## src/hdl/sae_pkg.sv

```systemverilog
// ----------------------------------------------------------------------------
// Sorted array engine package
// Shared widths, codes and types of the ordered value store.
// ----------------------------------------------------------------------------
package sae_pkg;

  localparam int DEPTH_DEFAULT = 256;
  localparam int VAL_W         = 64;
  localparam int OP_W          = 3;
  localparam int IDX_W         = 8;
  localparam int STAT_W        = 2;
  localparam int CNT_W         = 9;

  typedef logic signed [VAL_W-1:0] val_t;

  // Operation codes; the codes above reverse are unused and do nothing.
  typedef enum logic [OP_W-1:0] {
    OP_INSERT  = 3'd0,
    OP_APPEND  = 3'd1,
    OP_PREPEND = 3'd2,
    OP_REMOVE  = 3'd3,
    OP_REVERSE = 3'd4
  } op_e_t;

  typedef enum logic [STAT_W-1:0] {
    STAT_DONE  = 2'd0,
    STAT_FULL  = 2'd1,
    STAT_RANGE = 2'd2
  } status_t;

  typedef enum logic [2:0] {
    S_IDLE,
    S_RUN,
    S_TAIL,
    S_FLUSH,
    S_DONE
  } state_t;

  // Controls of the order tracker.
  typedef struct packed {
    logic clear;
    logic swap;
    logic valid;
  } ord_ctl_t;

endpackage

```

## src/hdl/sae_order.sv

```systemverilog
// ----------------------------------------------------------------------------
// Sorted array engine order tracker
// Follows the stream of final entries and keeps the two order flags.
// ----------------------------------------------------------------------------
module sae_order (
  input  logic              clk,
  input  logic              rst_n,
  input  sae_pkg::ord_ctl_t ctl,
  input  sae_pkg::val_t     val,
  output logic              asc,
  output logic              desc
);

  logic          have_r;
  sae_pkg::val_t prev_r;
  logic          asc_r;
  logic          desc_r;

  always_ff @(posedge clk) begin
    if (!rst_n) begin
      have_r <= 1'b0;
      asc_r  <= 1'b1;
      desc_r <= 1'b1;
    end else begin
      priority if (ctl.clear) begin
        have_r <= 1'b0;
        asc_r  <= 1'b1;
        desc_r <= 1'b1;
      end else if (ctl.swap) begin
        // A reversed array is ascending exactly when it was descending.
        asc_r  <= desc_r;
        desc_r <= asc_r;
      end else if (ctl.valid) begin
        have_r <= 1'b1;
        if (have_r && (val < prev_r)) begin
          asc_r <= 1'b0;
        end
        if (have_r && (prev_r < val)) begin
          desc_r <= 1'b0;
        end
      end
    end
  end

  always_ff @(posedge clk) begin
    if (ctl.valid) begin
      prev_r <= val;
    end
  end

  assign asc  = asc_r;
  assign desc = desc_r;

endmodule

```

## config.mk

```make
export PLATFORM = sky130hd
export DESIGN_NAME = sae_order
export DESIGN_NICKNAME = d
export VERILOG_FILES = /design/src/hdl/sae_pkg.sv /design/src/hdl/sae_order.sv
export SDC_FILE = /design/constraint.sdc
export NUM_CORES = 1
export LEC_CHECK = 0
export BUFFER_PORTS_ARGS = -buffer_cell sky130_fd_sc_hd__buf_4
export CAP_MARGIN = 10
export CORE_ASPECT_RATIO = 1.75
export CORE_MARGIN = 4
export CORE_UTILIZATION = 45
export DETAILED_ROUTE_END_ITERATION = 10
export PLACE_DENSITY = 0.7
export SLEW_MARGIN = 20
export SYNTH_ARGS = -nofsm -noshare
export SYNTH_HDL_FRONTEND = slang
export SYNTH_SLANG_ARGS = --single-unit
```

## constraint.sdc

```tcl
create_clock -name clk -period 2 [get_ports clk]
set_input_delay 0.2 -clock clk [delete_from_list [all_inputs] [get_ports clk]]
set_output_delay 0.2 -clock clk [all_outputs]
set_load 0.005 [all_outputs]
```

==> flow_metrics.py <==
metrics = {
    "critical_path": {
        "required_ps": 2230,
        "timing.rr.start": "prev_r[39]$_DFFE_PP_",
        "rr_endpoint": "desc$_SDFFE_PP1P_",
        "startpoint_type": "flip-flop",
        "path_max_fanout": 2,
        "end_kind": "flip-flop",
        "reg2regPathDepth": 9,
        "crit_type": "flip-flop to flip-flop",
        "crit_arrival_ps": 2560,
        "regToRegSetupSlack_ps": -330,
    },
    "sta": {
        "tns_ps": -574,
        "slew_headroom_pct": 68.8,
        "period_minus_slack_ps": 2330,
        "fin_crit_sh_pct": 117,
        "finalSetupViolCount": 2,
        "max_freq_ghz": 0.429,
        "hold_viol_final": 0,
        "rsz0062_at_grt": "true",
        "fin_ws_ps": -332,
        "tightest_slew_ps": 468,
        "skew_ps": 4.08,
        "slew_viol_final": 0,
    },
    "place": {
        "routabilityCongestion": 0.773,
        "portBuffers": 70,
        "place_inst": 487,
        "dpl_worst_slack_ps": -388,
        "hpwl_um": 5670,
    },
    "cts": {
        "hold_buffers": 0,
        "clock_path_buffers": 2,
        "clkLatencyLatePin_ps": 330,
        "cts_buffers": 9,
        "clockRootBuffer": "clkbuf_16",
        "cts_sinks": 67,
        "ctsHtreeMaxLevel": 3,
        "cts.clk_slew.worst_paths_ps": 50,
        "cts_tree": "built",
    },
    "detailed_routing": {
        "final_antenna_net_count": 0,
        "first_iter_violations": 167,
        "avgRoutedWirePerCell_um": 14.6,
        "wirelength_um": 7320,
        "via_per_inst": 5.18,
        "dr.pass1.iters": 4,
        "drcViolationCount": 0,
        "num_vias": 2601,
    },
    "synthesis": {
        "avgSynthCellArea_um2": 11.9,
        "ys.warnings.count": 0,
        "ys_seq_area_share_pct": 53.6,
        "synthCells": 311,
        "synthesis.area_um2": 3700,
        "synth.top_cell.area_share_pct": 52.0,
        "synthTopCellsByArea": "edfxtp_1, ha_1, inv_1",
        "ys_types": 30,
        "yosysTopAreaCell": "edfxtp_1",
        "synth-seq-cells": 67,
        "synth_nets": 444,
    },
    "grt": {
        "antenna_found_initial": 0,
        "globalRoute.busiestLayer": "met2",
        "grt_pass1_vias": 2682,
        "gr-usage-all-layers_pct": 16.0,
        "grt_pass1_wl_um": 12200,
        "grt_max_degree": 35,
        "grt_use_met1_pct": 17.1,
        "met3_usage_pct": 3.23,
        "grt-ovfl-total": 0,
        "grt.met2_usage_pct": 29.5,
    },
    "finish": {
        "regArea_um2": 1980,
        "syn_to_final_growth_pct": 31.3,
        "layout_common_cells": "buf_4, inv_1, edfxtp_1, ha_1, a21oi_1",
        "antennaDiodeCount": 0,
        "multi_input_comb_area_um2": 1570,
        "fin_nets": 542,
        "final_common_cell": "buf_4",
        "layout-drive-gt1-share_pct": 28.6,
        "fillers": 676,
        "final_cell_count_no_fill": 502,
    },
    "pwr": {
        "p_sw_uw": 868,
        "leakage_nw": 2.30,
        "intPower_mw": 2.90,
        "switching_share_pct": 23.0,
        "clock_power_share_pct": 39.3,
        "seqPwrFrac_pct": 45.0,
        "p_per_area_nw_per_um2": 777,
        "vdd_drop_max_v": 0.000512,
        "p_comb_share_pct": 15.7,
    },
    "min_path": {
        "hold_depth": 1,
        "hp-class": "input port to flip-flop",
        "hold_path_startpoint": "val[34]",
        "worst_hold_path.endpoint": "prev_r[34]$_DFFE_PP_",
    },
    "die": {
        "die_y_um": 128,
        "ioPinCount": 71,
        "num_rows": 43,
        "die_area_um2": 9790,
        "core_area_um2": 7960,
        "start_util_pct": 46.4,
        "die_x_um": 76.5,
    },
    "run_status": {
        "status": "complete, but fails checks",
        "violations": "setup timing",
    },
    "flow_run": {
        "cap_violations": 0,
    },
}
-- power groups by stage --
stage                     combinational [mW]  clock, mW  sequential [mW]
after floorplan                        0.295          0             1.71
after global placement                 0.538          0             1.72
after detailed placement               0.562          0             1.72
after CTS                              0.585       1.52             1.69
after global routing                   0.684       1.58             1.71
final                                  0.594       1.48             1.70
-- metrics by stage --
step	hold WS, ps	util (%)	power, mW	instance area (µm²)
global placement	388	56.1	2.25	4470
detailed placement	389	56.1	2.28	4470
CTS	48.1	60.1	3.80	4780
floorplan	299	-	2.01	3700
global route	47.7	61.0	3.97	4850
finish	57.4	61.0	3.77	4850
-- flip-flops by register name (all words and copies together) (netlist names) --
register / cells
prev_r: 64
asc: 1
desc: 1
have_r: 1
-- worst max-delay path by stage --
stage,start,end,slack (ps),cells past startpoint
global placement,prev_r[57]$_DFFE_PP_,desc$_SDFFE_PP1P_,-280,9
detailed placement,prev_r[57]$_DFFE_PP_,desc$_SDFFE_PP1P_,-390,9
floorplan,prev_r[57]$_DFFE_PP_,desc$_SDFFE_PP1P_,-210,9
global route,prev_r[57]$_DFFE_PP_,desc$_SDFFE_PP1P_,-440,9
finish,prev_r[39]$_DFFE_PP_,desc$_SDFFE_PP1P_,-330,9
CTS,prev_r[57]$_DFFE_PP_,desc$_SDFFE_PP1P_,-390,9
-- synthesized netlist by cell type, drive strengths merged --
master and instances:
a211o 1, a211oi 2, a21o 5, a21oi 26, a221o 3, a221oi 3
and2 1, and4 3, and4b 1, dfxtp 3, edfxtp 64, ha 64
inv 67, nand2 20, nand2b 1, nand3 8, nand4 10, nor2 8
nor2b 2, nor3 3, nor4 3, nor4b 1, o211ai 3, o21ai 7
o41ai 1, xnor2 1
-- metal layers --
metal	part of all wire [%]	up-vias
li1	-	1320
met1	38	1218
met2	56	49
met3	3.7	14
met4	2.4	0
met5	0	-
-- critical path: stages, from the launching register on --
cell and delay (ps):
edfxtp_1 380, ha_1 300, a21oi_1 150, o21ai_0 130, a221o_1 310, a211o_1 250, a21oi_2 150, o211ai_2 110
and4b_1 200, o41ai_2 270
-- kinds of logic after synthesis --
family	Yosys count	share of synthesized area, %
buffers and inverters	67	6.80
DFF	67	53.6
adders and majority gates	64	21.7
and+or+nand+nor	61	8.80
AOI/OAI and AO/OA	51	8.93
xor gates and xnor gates	1	0.237
-- final cells by class --
cell class | count | share of cell area, %
Clock buffer | 10 | 4.72
Clock inverter | 4 | 0.902
Inverter | 67 | 5.18
Multi-Input combinational cell | 177 | 32.3
Sequential cell | 67 | 40.8
Tap cell | 90 | 2.32
Timing Repair Buffer | 87 | 13.7
-- repair_timing --
item,CTS,global route
gates cloned,0,0
buffers inserted,1,0
pin swaps,3,7
resized for setup,5,9
endpoints found under the setup margin,2,2
Power figures use the tool's default switching activity.
